$ cat src/hdl/ascii_beacon_frame_parser_macros.svh
// Assertion macros shared by the beacon frame parser RTL.
`ifndef ASCII_BEACON_FRAME_PARSER_MACROS_SVH
`define ASCII_BEACON_FRAME_PARSER_MACROS_SVH

// Check a property on every rising clock edge outside reset.
`define ABFP_ASSERT(label, prop, msg) \
  label: assert property (@(posedge clk_i) disable iff (!rst_ni) (prop)) else $error(msg);

// Check that a condition implies a consequence in the same cycle.
`define ABFP_ASSERT_IMPLY(label, cond, cons, msg) \
  `ABFP_ASSERT(label, (cond) |-> (cons), msg)

// Check that a condition implies a consequence in the next cycle.
`define ABFP_ASSERT_NEXT(label, cond, cons, msg) \
  `ABFP_ASSERT(label, (cond) |=> (cons), msg)

`endif

$ cat src/hdl/abfp_pkg.sv
// Types, constants and helpers for the beacon frame parser.
package abfp_pkg;

  localparam int unsigned SeqWidthDefault = 32;
  localparam int unsigned SeqOutW         = 32;
  localparam int unsigned PosW            = 4;
  localparam int unsigned ByteW           = 8;

  localparam logic [PosW-1:0] PrefixLen = 4'd6;
  localparam logic [PosW-1:0] SenderPos = 4'd6;
  localparam logic [PosW-1:0] CommaPos  = 4'd7;
  localparam logic [PosW-1:0] DigitPos  = 4'd8;
  localparam logic [PosW-1:0] SatPos    = 4'd9;

  localparam logic [ByteW-1:0] CharZero  = 8'h30;
  localparam logic [ByteW-1:0] CharOne   = 8'h31;
  localparam logic [ByteW-1:0] CharNine  = 8'h39;
  localparam logic [ByteW-1:0] CharComma = 8'h2c;

  typedef enum logic [1:0] {
    StOk       = 2'd0,
    StFormat   = 2'd1,
    StSender   = 2'd2,
    StSequence = 2'd3
  } status_e;

  typedef struct packed {
    logic [ByteW-1:0] frame_byte;
    logic             last_byte;
  } byte_t;

  typedef struct packed {
    status_e            status;
    logic               sender;
    logic [SeqOutW-1:0] sequence_number;
  } result_t;

  // Expected prefix byte at a given position.
  function automatic logic [ByteW-1:0] prefix_byte(input logic [2:0] idx);
    logic [ByteW-1:0] b;
    unique case (idx)
      3'd0:    b = 8'h53;
      3'd1:    b = 8'h49;
      3'd2:    b = 8'h4d;
      3'd3:    b = 8'h41;
      3'd4:    b = 8'h49;
      3'd5:    b = CharComma;
      default: b = 8'h00;
    endcase
    return b;
  endfunction

endpackage

$ cat src/hdl/abfp_input_reg.sv
// Input register stage holding one accepted frame byte.
module abfp_input_reg (
  input  logic          clk_i,
  input  logic          rst_ni,
  input  logic          in_valid_i,
  output logic          in_ready_o,
  input  abfp_pkg::byte_t byte_i,
  input  logic          advance_i,
  output logic          valid_o,
  output abfp_pkg::byte_t byte_o
);

  logic            valid_q, valid_d;
  abfp_pkg::byte_t byte_q;
  logic            load;

  assign in_ready_o = !valid_q || advance_i;
  assign load       = in_valid_i && in_ready_o;

  always_comb begin
    valid_d = valid_q;
    if (load) begin
      valid_d = 1'b1;
    end else if (advance_i) begin
      valid_d = 1'b0;
    end
  end

  always_ff @(posedge clk_i or negedge rst_ni) begin
    if (!rst_ni) begin
      valid_q <= 1'b0;
    end else begin
      valid_q <= valid_d;
    end
  end

  always_ff @(posedge clk_i) begin
    if (load) begin
      byte_q <= byte_i;
    end
  end

  assign valid_o = valid_q;
  assign byte_o  = byte_q;

endmodule

$ cat src/hdl/abfp_parse_core.sv
// Frame state, per-byte checks, decimal accumulator and result formation.
module abfp_parse_core #(
  parameter int unsigned SequenceWidth = abfp_pkg::SeqWidthDefault
) (
  input  logic              clk_i,
  input  logic              rst_ni,
  input  logic              step_i,
  input  abfp_pkg::byte_t   byte_i,
  output logic              res_valid_o,
  output abfp_pkg::result_t res_o
);

  localparam int unsigned ExtW = SequenceWidth + 4;

  logic [abfp_pkg::PosW-1:0] pos_q, pos_d;
  logic                      prefix_q, prefix_d;
  logic                      snd_ok_q, snd_ok_d;
  logic                      snd_bit_q, snd_bit_d;
  logic [SequenceWidth-1:0]  acc_q, acc_d;
  logic                      dig_err_q, dig_err_d;

  logic [abfp_pkg::ByteW-1:0] b;
  logic [abfp_pkg::ByteW-1:0] diff;
  logic [3:0]                 digit;
  logic                       is_digit;
  logic [ExtW-1:0]            acc_ext;
  logic [ExtW-1:0]            acc_next;
  logic                       overflow;
  logic [abfp_pkg::SeqOutW-1:0] seq_out;
  abfp_pkg::status_e          status;

  assign b        = byte_i.frame_byte;
  assign diff     = b - abfp_pkg::CharZero;
  assign digit    = diff[3:0];
  assign is_digit = (b >= abfp_pkg::CharZero) && (b <= abfp_pkg::CharNine);
  assign acc_ext  = {4'b0000, acc_q};
  // acc * 10 + digit as shift-add; any bit above the width means overflow
  assign acc_next = (acc_ext << 3) + (acc_ext << 1) + {{(ExtW-4){1'b0}}, digit};
  assign overflow = |acc_next[ExtW-1:SequenceWidth];

  always_comb begin
    pos_d     = pos_q;
    prefix_d  = prefix_q;
    snd_ok_d  = snd_ok_q;
    snd_bit_d = snd_bit_q;
    acc_d     = acc_q;
    dig_err_d = dig_err_q;
    if (step_i) begin
      priority if (pos_q < abfp_pkg::PrefixLen) begin
        if (b != abfp_pkg::prefix_byte(pos_q[2:0])) begin
          prefix_d = 1'b0;
        end
      end else if (pos_q == abfp_pkg::SenderPos) begin
        if (b == abfp_pkg::CharZero || b == abfp_pkg::CharOne) begin
          snd_bit_d = b[0];
        end else begin
          snd_ok_d = 1'b0;
        end
      end else if (pos_q == abfp_pkg::CommaPos) begin
        if (b != abfp_pkg::CharComma) begin
          snd_ok_d = 1'b0;
        end
      end else if (!dig_err_q) begin
        if (!is_digit || overflow) begin
          dig_err_d = 1'b1;
        end else begin
          acc_d = acc_next[SequenceWidth-1:0];
        end
      end
      if (pos_q < abfp_pkg::SatPos) begin
        pos_d = pos_q + abfp_pkg::PosW'(1);
      end
    end
  end

  // Result uses the flags as updated by the final byte.
  always_comb begin
    priority if (pos_q < abfp_pkg::DigitPos || !prefix_d) begin
      status = abfp_pkg::StFormat;
    end else if (!snd_ok_d) begin
      status = abfp_pkg::StSender;
    end else if (dig_err_d) begin
      status = abfp_pkg::StSequence;
    end else begin
      status = abfp_pkg::StOk;
    end
  end

  generate
    if (SequenceWidth >= abfp_pkg::SeqOutW) begin : g_trunc
      assign seq_out = acc_d[abfp_pkg::SeqOutW-1:0];
    end else begin : g_ext
      assign seq_out = {{(abfp_pkg::SeqOutW-SequenceWidth){1'b0}}, acc_d};
    end
  endgenerate

  assign res_valid_o = step_i && byte_i.last_byte;

  always_comb begin
    res_o.status          = status;
    res_o.sender          = 1'b0;
    res_o.sequence_number = '0;
    if (status == abfp_pkg::StOk) begin
      res_o.sender          = snd_bit_d;
      res_o.sequence_number = seq_out;
    end
  end

  // Return to the idle frame state after the final byte.
  always_ff @(posedge clk_i or negedge rst_ni) begin
    if (!rst_ni) begin
      pos_q     <= '0;
      prefix_q  <= 1'b1;
      snd_ok_q  <= 1'b1;
      snd_bit_q <= 1'b0;
      acc_q     <= '0;
      dig_err_q <= 1'b0;
    end else if (res_valid_o) begin
      pos_q     <= '0;
      prefix_q  <= 1'b1;
      snd_ok_q  <= 1'b1;
      snd_bit_q <= 1'b0;
      acc_q     <= '0;
      dig_err_q <= 1'b0;
    end else begin
      pos_q     <= pos_d;
      prefix_q  <= prefix_d;
      snd_ok_q  <= snd_ok_d;
      snd_bit_q <= snd_bit_d;
      acc_q     <= acc_d;
      dig_err_q <= dig_err_d;
    end
  end

endmodule

$ cat src/hdl/abfp_result_reg.sv
// Output register holding one parse result until the transaction completes.
module abfp_result_reg (
  input  logic              clk_i,
  input  logic              rst_ni,
  input  logic              load_i,
  input  abfp_pkg::result_t res_i,
  input  logic              out_ready_i,
  output logic              free_o,
  output logic              valid_o,
  output abfp_pkg::result_t res_o
);

  logic              valid_q, valid_d;
  abfp_pkg::result_t res_q;

  assign free_o = !valid_q || out_ready_i;

  always_comb begin
    valid_d = valid_q;
    if (load_i) begin
      valid_d = 1'b1;
    end else if (out_ready_i) begin
      valid_d = 1'b0;
    end
  end

  always_ff @(posedge clk_i or negedge rst_ni) begin
    if (!rst_ni) begin
      valid_q <= 1'b0;
    end else begin
      valid_q <= valid_d;
    end
  end

  always_ff @(posedge clk_i) begin
    if (load_i) begin
      res_q <= res_i;
    end
  end

  assign valid_o = valid_q;
  assign res_o   = res_q;

endmodule

$ cat src/hdl/ascii_beacon_frame_parser.sv
// Top level of the ASCII beacon frame parser.
// Path: a final byte passes the input register, then its result is registered in the result register.
// Throughput: one byte per cycle unless a final byte waits for a held result register, set
// by the input register feeding one shift-add-compare step into the state and result registers.
// Reset: asynchronous, active low; clears frame state and both valid flags.
`include "ascii_beacon_frame_parser_macros.svh"
module ascii_beacon_frame_parser #(
  parameter int unsigned SEQUENCE_WIDTH = abfp_pkg::SeqWidthDefault
) (
  input  logic                          clk_i,
  input  logic                          rst_ni,
  input  logic                          in_valid_i,
  output logic                          in_ready_o,
  input  logic [7:0]                    frame_byte_i,
  input  logic                          last_byte_i,
  output logic                          out_valid_o,
  input  logic                          out_ready_i,
  output logic [1:0]                    status_o,
  output logic                          sender_o,
  output logic [abfp_pkg::SeqOutW-1:0]  sequence_number_o
);

  abfp_pkg::byte_t   in_byte;
  abfp_pkg::byte_t   s1_byte;
  logic              s1_valid;
  logic              advance;
  logic              out_free;
  logic              res_valid;
  abfp_pkg::result_t res;
  abfp_pkg::result_t out_res;

  assign in_byte.frame_byte = frame_byte_i;
  assign in_byte.last_byte  = last_byte_i;

  // Hold a final byte until the result register can take its result.
  assign advance = s1_valid && (!s1_byte.last_byte || out_free);

  abfp_input_reg u_input_reg (
    .clk_i      (clk_i),
    .rst_ni     (rst_ni),
    .in_valid_i (in_valid_i),
    .in_ready_o (in_ready_o),
    .byte_i     (in_byte),
    .advance_i  (advance),
    .valid_o    (s1_valid),
    .byte_o     (s1_byte)
  );

  abfp_parse_core #(
    .SequenceWidth (SEQUENCE_WIDTH)
  ) u_parse_core (
    .clk_i       (clk_i),
    .rst_ni      (rst_ni),
    .step_i      (advance),
    .byte_i      (s1_byte),
    .res_valid_o (res_valid),
    .res_o       (res)
  );

  abfp_result_reg u_result_reg (
    .clk_i       (clk_i),
    .rst_ni      (rst_ni),
    .load_i      (res_valid),
    .res_i       (res),
    .out_ready_i (out_ready_i),
    .free_o      (out_free),
    .valid_o     (out_valid_o),
    .res_o       (out_res)
  );

  assign status_o          = out_res.status;
  assign sender_o          = out_res.sender;
  assign sequence_number_o = out_res.sequence_number;

  `ABFP_ASSERT_IMPLY(a_err_fields_zero, out_valid_o && status_o != abfp_pkg::StOk, !sender_o && sequence_number_o == '0, "error result carries nonzero fields")
  `ABFP_ASSERT_IMPLY(a_no_result_overwrite, res_valid, out_free, "result loaded into a held output register")
  `ABFP_ASSERT_NEXT(a_final_gives_result, advance && s1_byte.last_byte, out_valid_o, "final byte produced no result")
  `ABFP_ASSERT_IMPLY(a_stall_has_byte, !in_ready_o, s1_valid, "input stalled with empty input register")

endmodule
$ cat config.mk
export PLATFORM = sky130hd
export DESIGN_NAME = ascii_beacon_frame_parser
export DESIGN_NICKNAME = d
export VERILOG_FILES = /design/src/hdl/abfp_pkg.sv /design/src/hdl/abfp_input_reg.sv /design/src/hdl/abfp_parse_core.sv /design/src/hdl/abfp_result_reg.sv /design/src/hdl/ascii_beacon_frame_parser.sv
export VERILOG_INCLUDE_DIRS = /design/src /design/src/hdl
export SDC_FILE = /design/constraint.sdc
export NUM_CORES = 1
export LEC_CHECK = 0
export BUFFER_PORTS_ARGS = -buffer_cell sky130_fd_sc_hd__buf_2
export CAP_MARGIN = 10
export CELL_PAD_IN_SITES_DETAIL_PLACEMENT = 1
export CELL_PAD_IN_SITES_GLOBAL_PLACEMENT = 2
export CORE_MARGIN = 2
export CORE_UTILIZATION = 39
export DETAILED_ROUTE_END_ITERATION = 10
export HOLD_SLACK_MARGIN = 0.08
export PLACE_DENSITY = 0.85
export RECOVER_POWER = 100
export SETUP_SLACK_MARGIN = 0.2
export SYNTH_ARGS = -nofsm -noshare
export SYNTH_HDL_FRONTEND = slang
export SYNTH_HIERARCHICAL = 1
export SYNTH_SLANG_ARGS = --single-unit
$ cat constraint.sdc
create_clock -name clk_i -period 5.1 [get_ports clk_i]
set_clock_uncertainty 0.05 [all_clocks]
set_input_delay 1.02 -clock clk_i [delete_from_list [all_inputs] [get_ports clk_i]]
set_output_delay 1.02 -clock clk_i [all_outputs]
set_load 0.03 [all_outputs]
==> results of run 1 <==
[sequential cells by signal (all words and copies together) (netlist names)]
name	count
u_result_reg/valid_o	1
u_input_reg/valid_o	1
u_parse_core/dig_err_q	1
u_parse_core/pos_q	4
u_input_reg/byte_o	9
u_parse_core/acc_q	32
u_parse_core/snd_ok_q	1
u_parse_core/snd_bit_q	1
u_parse_core/prefix_q	1
u_result_reg/res_o	35
[stage by stage]
stage                     utilization [%]  area (µm²)  hold WS (ps)  cells
after global placement               42.6        6170           468    781
after global routing                 44.1        6380           527    797
final                                44.1        6380           477    797
after CTS                            44.7        6470           482    797
after detailed placement             42.6        6170           464    781
after floorplan                         -        5760           430    564
[layout by cell type (no fill, tap or decap), types with 6 or more instances in the layout]
master     Yosys  layout
nor2_1        87      87
ha_1          68      68
edfxtp_1      44      44
clkbuf_1      12      40
dfrtp_1       40      40
a21oi_1       36      36
mux2i_1       32      33
nand2_1       26      26
inv_1         21      21
xnor2_1       19      19
o21ai_0       13      14
nand3_1       13      13
a21o_1        13      13
buf_2          5      11
nand2b_1       8      10
clkbuf_16      0       9
nor3_1         8       8
a31oi_1        8       8
xor2_1         8       8
nand4_1        6       6
[kinds of logic (layout without fill, tap and decap cells)]
logic type	after synthesis	in the layout	synth area share, %
AND/OR/NAND/NOR	183	183	15.7
AO/OA/AOI/OAI	122	122	14.2
flip-flops	86	86	41.2
adder cells (fa/ha/maj)	70	70	15.5
buffers and inverters	42	91	3.37
multiplexers	34	34	5.99
XOR/XNOR	27	27	4.10
[worst paths after layout]
check / to / slack [ps]
max in group asynchronous: u_input_reg/valid_o / 2150
setup / recovery: u_result_reg/res_o[30] / 600
min in group asynchronous: u_parse_core/acc_q[19] / 1410
hold / removal: u_input_reg/valid_o / 480
hold reg to reg: u_input_reg/valid_o / 480
setup reg to reg: u_result_reg/res_o[30] / 600
[per-layer routing]
layer / up-vias / track usage, %
met4: 0 / 6.08
met5: - / 0
met3: 18 / 3.81
met2: 63 / 30.0
li1: 2156 / -
met1: 2152 / 24.0
[critical path, stage by stage (launching register included)]
cell and delay [ps]:
edfxtp_1 380, inv_1 110, fa_1 540, inv_1 80, fa_1 480, a211oi_1 200, o21ai_0 260, o21a_1 260
or3_1 360, a31oi_1 230, xnor2_1 170, o32ai_2 420, nand4_4 350, buf_4 340, nor2_1 140
[cell type report]
cell class / count / area, µm² / share of cell area, %
multi-input cells: 436 / 3180 / 49.8
flip-flops and latches: 86 / 2370 / 37.2
well taps: 184 / 230 / 3.61
clock buffers: 10 / 229 / 3.59
repair buffers: 54 / 229 / 3.59
inverters: 21 / 78.8 / 1.24
clock inverters: 6 / 62.6 / 0.980
[timing repair]
item | in CTS | in global routing
resized for setup | 0 | 1
hold buffers | 0 | 0
setup endpoints to repair | 0 | 14
[power by group through the flow]
| stage | logic [mW] | clock network, mW | registers, mW |
|---|---|---|---|
| 2_1_floorplan | 0.0971 | 0 | 0.839 |
| 3_3_place_gp | 0.189 | 0 | 0.806 |
| 3_5_place_dp | 0.192 | 0 | 0.807 |
| 4_1_cts | 0.194 | 0.685 | 0.794 |
| 5_1_grt | 0.199 | 0.710 | 0.800 |
| 6_report | 0.180 | 0.659 | 0.795 |
==> PnR_summary.wiki, run 1 <==
{| class="wikitable"
! Metric !! Value
|-
| Run status || finished with violations
|-
| Failing checks || max-capacitance violations, max-slew violations
|-
| Launch point of the worst path || u_input_reg/byte_o[4]
|-
| Slew at the pin with the worst max-slew slack || 2550 ps
|-
| ANT nets after route || 0
|-
| Worst min path class || reg -> reg
|-
| Number of violations of the max-capacitance limit || 2
|-
| Max_slew headroom || -69.8%
|-
| Row Count || 44
|-
| Wire length on met2 || 6.52 mm
|-
| Data required time of the critical path || 5260 ps
|-
| Leakage power total || 2.81 nW
|-
| Global route total overflow || 0
|-
| Critical-path maximum fanout || 18
|-
| Worst hold stages || 2
|-
| Data arrival time of the critical path || about 4700 ps
|-
| Number of synthesized register bits || 86
|-
| Period minus WS final || 4500 ps
|-
| Detail Route met3 WL || 425 µm
|-
| Hold violation count in the final report || 0
|-
| Net switching fraction of the power || 26.6%
|-
| Layout fillers || ~1700
|-
| Syn_nets || 647
|-
| Power spent charging and discharging nets || approximately 430 µW
|-
| Number of slew-limit violations in the final report || about 120
|-
| Skew-Pair Late Insertion Delay || 350 ps
|-
| Setup Fix Bufs, Post-CTS || 0
|-
| Pin count of the biggest net entering global routing || 73
|-
| Post-detailed-route wirelength per cell || 17.2 µm
|-
| Die boundary width || 126 µm
|-
| Synth warn || 6
|-
| Top flip-flop cell by instance count after synthesis || edfxtp_1
|-
| DRC violations left || 0
|-
| Post-synth EDFFs || 44
|-
| Cell at the root of the clock tree || clkbuf_16
|-
| Synthesis-to-layout area growth || 10.7%
|-
| Height of the die || 126 µm
|-
| Vias per inst || 5.51
|-
| H-Tree Depth || 3
|-
| Total power || 1.63 mW
|-
| Top cells by area, synth || edfxtp_1 (23%), dfrtp_1 (17%), ha_1 (15%)
|-
| Number of buffer cells added on primary ports || ~50
|-
| Num Clock Sinks || 86
|-
| Synth unique cells || 65
|-
| Mean instance size in the synthesized netlist || 10.2 µm²
|-
| Total wirelength of the detailed-routed design || about 14 mm
|-
| Via count of the first global-routing pass || roughly 4600
|-
| Antenna fix cells || 0
|-
| Maximum operating frequency || approximately 220 MHz
|-
| Total power divided by cell area || 256 nW/µm²
|-
| R2R cell count || 14
|-
| Launch point of the worst hold path || u_input_reg/valid_o
|-
| Tot GR Track Use || a little under a fifth
|-
| Starting density of the core || 39.8%
|-
| Worst setup SP type || flop
|-
| Overall via count from detail_route || 4389
|-
| Met1 layer wirelength in the final routing || approximately 6.5 mm
|-
| Iteration-0 DRC count of the detailed router || 159
|-
| Netlist Area Pre-Place || slightly below 6000 µm²
|-
| Number of nets in the finished design || 691
|-
| Clock tree from TritonCTS || built
|-
| Share of cells above drive strength 1 || 7.01%
|-
| Most common library cells after synthesis || nor2_1 (87), ha_1 (68), edfxtp_1 (44)
|-
| Maximum ir drop on the vdd rail || roughly 0.2 mV
|-
| Part of the Yosys area used for sequential elements || 41.2%
|-
| Clk network pwr share || approximately two fifths
|-
| CP endpoint kind || flop
|-
| Cell with the most instances after synthesis || nor2_1
|-
| Cell accounting for the most synthesized area || edfxtp_1
|-
| Deepest clock path buffer count || 2
|-
| Relative contribution of sequential cells to total power || around half
|-
| Highest metal layer with signal wires || met4
|-
| Pre-antenna DRT Iters || 5
|-
| Weighted congestion at the end of routability-driven global placement || 0.870
|-
| Antenna violations before repair || 0
|-
| Total CTS buffers || 9
|-
| Area share of the leading cell type in the synthesized netlist || 22.9%
|-
| Wire length of the first global-routing pass || ~23 mm
|-
| Relative contribution of combinational cells to total power || 11.0%
|-
| Sum Neg Setup Slack || 0 ps
|-
| Total internal power || 1.20 mW
|-
| Number of standard cells after synthesis || 564
|-
| Share of the clock period used by the worst path after layout || 88.3%
|-
| Final-report setup violation count || 0
|-
| Place WS || 519 ps
|-
| Critical path type || reg -> reg
|-
| Final worst-path setup slack || 598 ps
|-
| R2R Path Start || u_input_reg/byte_o[4]
|-
| Die ar. || 15800 µm²
|-
| Top-Level Pins || 50
|-
| Placeable core area || between 10000 and 15000 µm²
|-
| Clock transition time at the flip-flop clock pins of the worst setup and hold paths || approximately 60 ps
|-
| Setup repair after global routing missed its margin || false
|-
| Synth async-reset ratio || 48.8%
|-
| Final HPWL from detailed placement || 10.1 mm
|}
No activity file was read; power rests on OpenSTA's default activity.
==> run 2: changes to the inputs <==
ABC_AREA = 1   (was default)
CORE_UTILIZATION = 36   (was 39)
==> PnR_summary.wiki, run 2 <==
{| class="wikitable"
! Metric !! Value
|-
| Sum Neg Setup Slack || 0 ps (unchanged)
|-
| Post-layout utilization of the core || 40.2% (-3.9 points)
|-
| Synthesis-to-layout area growth || 9.86%
|-
| Maximum ir drop on the vdd rail || 0.162 mV (-20%)
|-
| Die boundary width || 139 µm (+11%)
|-
| Row Count || 49 (+11%)
|-
| Period minus WS final || 4260 ps (-240 ps)
|-
| Vias per inst || 4.86 (-12%)
|-
| Post-placement cell count || 1116 (+43%)
|-
| Number of nets in the finished design || 981 (+42%)
|-
| Setup Fix Bufs, Post-CTS || 0 (unchanged)
|-
| Tot GR Track Use || 18.7% (+0.50 points)
|-
| Syn_nets || 934 (+44%)
|-
| Part of the Yosys area used for sequential elements || 36.3% (-5.0 points)
|-
| Wire length of the first global-routing pass || 29.4 mm (+27%)
|-
| Synth warn || 6 (unchanged)
|-
| Mean instance size in the synthesized netlist || 7.70 µm² (-25%)
|-
| Cell at the root of the clock tree || clkbuf_16
|-
| Flip-flop count of the largest register, all copies and words added || 35 (unchanged)
|-
| Starting density of the core || 36.6% (-3.2 points)
|-
| Critical path type || reg -> reg
|-
| Area share of the leading cell type in the synthesized netlist || 20.2% (-2.8 points)
|-
| CTS resizes || 0 (unchanged)
|-
| Total CTS buffers || 9 (unchanged)
|-
| Post-detailed-route wirelength per cell || 15.1 µm (-12%)
|-
| Antenna violations before repair || 0 (unchanged)
|-
| Worst min path class || reg -> reg
|-
| Tightest hold margin || 463 ps (-14.0 ps)
|-
| H-Tree Depth || 3 (unchanged)
|-
| Synth async-reset ratio || 48.8% (unchanged)
|-
| Final worst-path setup slack || 838 ps (+240 ps)
|-
| Place WS || 1190 ps (+673 ps)
|-
| Top-Level Pins || 50 (unchanged)
|-
| Weighted congestion at the end of routability-driven global placement || 0.829 (-4.7%)
|-
| Number of buffer cells added on primary ports || 49 (unchanged)
|-
| Run status || finished with violations
|-
| Total wirelength of the detailed-routed design || 17.0 mm (+24%)
|-
| DRC violations left || 0 (unchanged)
|-
| Hold_buf cts || 0 (unchanged)
|-
| Synth unique cells || 44 (-32%)
|-
| Top cells by area, synth || edfxtp_1 (20%), dfrtp_1 (15%), nand2_1 (14%)
|-
| Data required time of the critical path || 5260 ps (about the same)
|-
| Post-synth EDFFs || 44 (unchanged)
|-
| Antenna fix cells || 0 (unchanged)
|-
| Layout fillers || 2283 (+37%)
|-
| Via count of the first global-routing pass || 5882 (+27%)
|-
| Share of the clock period used by the worst path after layout || 83.6% (-4.7 points)
|-
| Slew at the pin with the worst max-slew slack || 2570 ps (+26.9 ps)
|-
| Hold violation count in the final report || 0 (unchanged)
|-
| Number of violations of the max-capacitance limit || 1 (-1)
|-
| Filler-free cell count of the finished design || 1132 (+42%)
|-
| Placeable core area || 17900 µm² (+24%)
|-
| Maximum operating frequency || 235 MHz (+5.6%)
|-
| Top flip-flop cell by instance count after synthesis || edfxtp_1
|-
| Total power || 1.77 mW (+8.3%)
|-
| Die ar. || 19300 µm² (+22%)
|-
| Post-placement cell area || 6990 µm² (+13%)
|-
| Failing checks || max-capacitance violations, max-slew violations
|-
| CP endpoint kind || flop
|-
| Reg2reg setup slack || 840 ps (+240 ps)
|-
| Netlist Area Pre-Place || 6550 µm² (+14%)
|-
| Cell accounting for the most synthesized area || edfxtp_1
|-
| Global route total overflow || 0 (unchanged)
|-
| Share of cells above drive strength 1 || 10.2% (+3.2 points)
|-
| Clock tree from TritonCTS || built
|-
| Number of slew-limit violations in the final report || 43 (-63%)
|-
| Number of standard cells after synthesis || 851 (+51%)
|-
| Max_slew headroom || -71.6% (-1.8 points)
|-
| Deepest clock path buffer count || 2 (unchanged)
|-
| Skew-Pair Late Insertion Delay || 360 ps (about the same)
|-
| Num Clock Sinks || 86 (unchanged)
|-
| Iteration-0 DRC count of the detailed router || 206 (+30%)
|-
| Pre-antenna DRT Iters || 4 (-1)
|-
| Clock transition time at the flip-flop clock pins of the worst setup and hold paths || 70 ps (about the same)
|-
| Most common library cells after synthesis || nand2_1 (246), inv_1 (125), ha_1 (68)
|-
| Final std cell area, no fill || 7200 µm² (+13%)
|-
| Data arrival time of the critical path || 4420 ps (-240 ps)
|-
| Cell with the most instances after synthesis || nand2_1
|-
| Critical-path maximum fanout || 19 (+1)
|-
| Final HPWL from detailed placement || 13.2 mm (+30%)
|-
| Most common cell after layout, fill and taps aside || nand2_1
|-
| Number of synthesized register bits || 86 (unchanged)
|-
| Height of the die || 139 µm (+11%)
|-
| Most frequent cells in the layout || nand2_1 (250), inv_1 (126), ha_1 (68), nor2_1 (65), nand3_1 (52)
|-
| Worst setup SP type || flop
|-
| ANT nets after route || 0 (unchanged)
|-
| Pin count of the biggest net entering global routing || 43 (-41%)
|-
| Leakage power total || 3.68 nW (+31%)
|-
| Total power divided by cell area || 246 nW/µm² (-4.0%)
|-
| Overall via count from detail_route || 5507 (+25%)
|-
| Final-report setup violation count || 0 (unchanged)
|-
| Setup repair after global routing missed its margin || false
|}
run 2: changes by cell type in the layout (fill, tap and decap cells not counted), moves of 22 or more:
cell / delta
nor2_2: +25
inv_1: +105
nand3_1: +39
nor2_1: -22
mux2i_1: -32
nand2_1: +224
run 2: area by class of cell:
cell class              instances  area [µm²]  share of cell area [%]
inverters                     140         528                    7.34
clock buffers                  11         243                    3.37
multi-input cells             609        3480                    48.4
clock inverters                 5        66.3                   0.922
repair buffers                 52         215                    2.99
well taps                     229         287                    3.98
flip-flops and latches         86        2370                    33.0
run 2: path summary, 6_finish.rpt:
path                                       startpoint                     end  depth (start not counted)
worst min-delay path             u_result_reg/valid_o    u_result_reg/valid_o                          2
worst max register to register  u_input_reg/byte_o[4]   u_result_reg/res_o[3]                         20
worst max-delay path            u_input_reg/byte_o[4]   u_result_reg/res_o[3]                         20
min in group asynchronous                      rst_ni   u_parse_core/acc_q[7]                          1
worst min register to register   u_result_reg/valid_o    u_result_reg/valid_o                          2
max in group asynchronous                      rst_ni  u_parse_core/acc_q[20]                          1
run 2: per-layer routing:
| metal | global-route usage (%) | wire [µm] | share of wire, % | vias up |
|---|---|---|---|---|
| met5 | 0 | 0 | 0 | - |
| met3 | 2.59 | 409 | 2.4 | 11 |
| li1 | - | - | - | 2812 |
| met1 | 24.4 | 8050 | 47 | 2622 |
| met2 | 33.1 | 8400 | 49 | 62 |
| met4 | 4.47 | 187 | 1.1 | 0 |
run 2: critical path, stage by stage (launching register included):
cell      delay [ps]
edfxtp_1         380
inv_1            120
fa_1             550
inv_1             70
fa_1             470
nand3_1           90
nand3_1          110
nand2_1           80
nand2_1          100
nand2_1           90
nand2_1          150
nand2_1          140
nand2_1           60
nand2_1           70
nand2_2           40
nor2_1           260
nand4_2          450
clkbuf_2         470
nand2_1          160
nand2_1          100
nor2_2            90
run 2: power breakdown:
group / leakage, nW / internal [mW] / switching, mW
clock: 0.148 / 0.400 / 0.305
sequential: 0.997 / 0.776 / 0.0282
combinational: 2.53 / 0.0706 / 0.190
run 2: cells by family after synthesis:
group	count (synthesis)	share of synthesized area, %
XOR/XNOR	27	3.61
adder cells (fa/ha/maj)	70	13.6
AO/OA/AOI/OAI	81	7.09
flip-flops	86	36.3
AND/OR/NAND/NOR	430	29.5
multiplexers	1	0.153
buffers and inverters	156	9.82
==> run 3: changes to the inputs <==
clock period = 4 ns   (was 5.1 ns; I/O delays follow)
==> PnR_summary.wiki, run 3 (synthesized netlist as in run 2, its figures left out) <==
{| class="wikitable"
! Metric !! Value
|-
| Num Clock Sinks || 86 (unchanged)
|-
| Wire length on met2 || 8.29 mm (-1.3%)
|-
| Total wirelength of the detailed-routed design || 17.0 mm (-0.18%)
|-
| Sum Neg Setup Slack || 0 ps (unchanged)
|-
| Placeable core area || 17900 µm² (unchanged)
|-
| Reg2reg setup slack || 440 ps (-400 ps)
|-
| Weighted congestion at the end of routability-driven global placement || 0.843 (+1.7%)
|-
| Overall via count from detail_route || 5528 (+0.38%)
|-
| Worst setup SP type || flop
|-
| Max_slew headroom || -71.9% (-0.30 points)
|-
| DRC violations left || 0 (unchanged)
|-
| Total CTS buffers || 9 (unchanged)
|-
| Total power divided by cell area || 304 nW/µm² (+24%)
|-
| H-Tree Depth || 3 (unchanged)
|-
| Worst hold stages || 2 (unchanged)
|-
| Share of cells above drive strength 1 || 10.2% (+0.043 points)
|-
| Pre-antenna DRT Iters || 4 (unchanged)
|-
| Critical path type || reg -> reg
|-
| Vias per inst || 4.86 (-0.15%)
|-
| Number of nets in the finished design || 987 (+0.61%)
|-
| CP endpoint kind || flop
|-
| Leakage power total || 3.71 nW (+0.79%)
|-
| Wire length of the first global-routing pass || 29.2 mm (-0.57%)
|-
| Die boundary width || 139 µm (unchanged)
|-
| Final HPWL from detailed placement || 13.2 mm (+0.51%)
|-
| Via count of the first global-routing pass || 5880 (-0.034%)
|-
| Maximum operating frequency || 281 MHz (+20%)
|-
| Share of the clock period used by the worst path after layout || 89.0% (+5.5 points)
|-
| Synthesis-to-layout area growth || 10.7%
|-
| RR Endpoint || u_result_reg/res_o[14]
|-
| Starting density of the core || 36.6% (unchanged)
|-
| Tot GR Track Use || 18.6% (-0.11 points)
|-
| Total power || 2.20 mW (+25%)
|-
| Critical-path maximum fanout || 20 (+1)
|-
| Detail Route met3 WL || 282 µm (-31%)
|-
| Period minus WS final || 3560 ps (-701 ps)
|-
| Highest metal layer with signal wires || met4
|-
| Skew-Pair Late Insertion Delay || 350 ps (about the same)
|-
| Final-report setup violation count || 0 (unchanged)
|-
| Antenna fix cells || 0 (unchanged)
|-
| Launch point of the worst path || u_input_reg/byte_o[4]
|-
| Worst min path class || reg -> reg
|-
| Height of the die || 139 µm (unchanged)
|-
| Global route total overflow || 0 (unchanged)
|-
| Clock tree from TritonCTS || built
|-
| Top-Level Pins || 50 (unchanged)
|-
| Tightest hold margin || 455 ps (-7.99 ps)
|-
| Data arrival time of the critical path || 3720 ps (-700 ps)
|-
| Most frequent cells in the layout || nand2_1 (250), inv_1 (126), ha_1 (68), nor2_1 (65), nand3_1 (53)
|-
| Row Count || 49 (unchanged)
|-
| Failing checks || max-capacitance violations, max-slew violations
|-
| Post-detailed-route wirelength per cell || 15.0 µm (-0.71%)
|-
| Launch point of the worst hold path || u_result_reg/valid_o
|-
| Number of buffer cells added on primary ports || 49 (unchanged)
|-
| R2R cell count || 20 (unchanged)
|-
| Data required time of the critical path || 4150 ps (-1110 ps)
|-
| Antenna violations before repair || 0 (unchanged)
|-
| Hold violation count in the final report || 0 (unchanged)
|-
| Clock transition time at the flip-flop clock pins of the worst setup and hold paths || 60 ps (about the same)
|-
| Most common cell after layout, fill and taps aside || nand2_1
|-
| Worst-case hold path end point || u_result_reg/valid_o
|-
| Pin count of the biggest net entering global routing || 43 (unchanged)
|-
| Slew at the pin with the worst max-slew slack || 2580 ps (+4.47 ps)
|-
| Die ar. || 19300 µm² (unchanged)
|-
| Flip-flop count of the largest register, all copies and words added || 35 (unchanged)
|-
| Run status || finished with violations
|-
| Maximum ir drop on the vdd rail || 0.198 mV (+23%)
|-
| Number of slew-limit violations in the final report || 43 (unchanged)
|-
| Setup repair after global routing missed its margin || false
|-
| Iteration-0 DRC count of the detailed router || 168 (-18%)
|-
| Met1 layer wirelength in the final routing || 8.21 mm (+2.0%)
|-
| ANT nets after route || 0 (unchanged)
|-
| Number of violations of the max-capacitance limit || 1 (unchanged)
|-
| Deepest clock path buffer count || 2 (unchanged)
|-
| R2R Path Start || u_input_reg/byte_o[4]
|-
| Cell at the root of the clock tree || clkbuf_16
|}
==> run 3: layout make-up <==
cell class / instances / area (µm²)
clock buffer: 11 / 233
clock inverter: 5 / 58.8
fill: 2251 / 10700
inverter: 140 / 538
multi-input combinational: 609 / 3480
sequential: 86 / 2370
tap: 229 / 287
timing repair buffer: 58 / 279
==> run 3: worst max-delay path by stage <==
stage	endpoint	slack (ps)
final	u_result_reg/res_o[14]	440
after global placement	u_result_reg/res_o[16]	340
after floorplan	u_result_reg/res_o[26]	880
after global routing	u_result_reg/res_o[14]	140
after CTS	u_result_reg/res_o[14]	210
after detailed placement	u_result_reg/res_o[14]	250
==> run 3: stage by stage <==
step	utilization [%]	cells	instance area, µm²	setup slack, ps
after floorplan	-	851	6550	879
after global placement	39.3	1120	7030	344
after detailed placement	39.3	1120	7030	254
after CTS	40.9	1136	7330	214
after global routing	40.5	1138	7250	138
final	40.5	1138	7250	439
==> run 3: what timing repair did <==
action / in CTS / in global routing
hold buffers: 0 / 0
buffers inserted: 0 / 2
setup endpoints to repair: 0 / 54
resized for setup: 0 / 5
==> run 3: where the power goes <==
group          switching [mW]  internal [mW]
Sequential             0.0350          0.990
Combinational           0.243         0.0941
Clock                   0.357          0.486
Total                   0.635           1.57
==> run 3: critical path, stage by stage, from the launching register on <==
cell and delay [ps]:
edfxtp_1 370, inv_1 120, fa_1 540, inv_1 60, fa_1 480, nand3_1 90
nand3_1 100, nand2_1 80, nand2_1 100, nand2_1 90, nand2_1 150, nand2_1 130
nand2_1 60, nand2_1 60, nand2_1 80, nor2_4 150, nand3_4 120, nand2_4 110
nand3_4 100, buf_8 210, nor2_1 140
==> run 3: routing by layer <==
metal	up-vias	global-route usage (%)
met4	0	5.10
met2	63	32.5
met3	15	2.11
li1	2826	-
met1	2624	24.6
met5	-	0
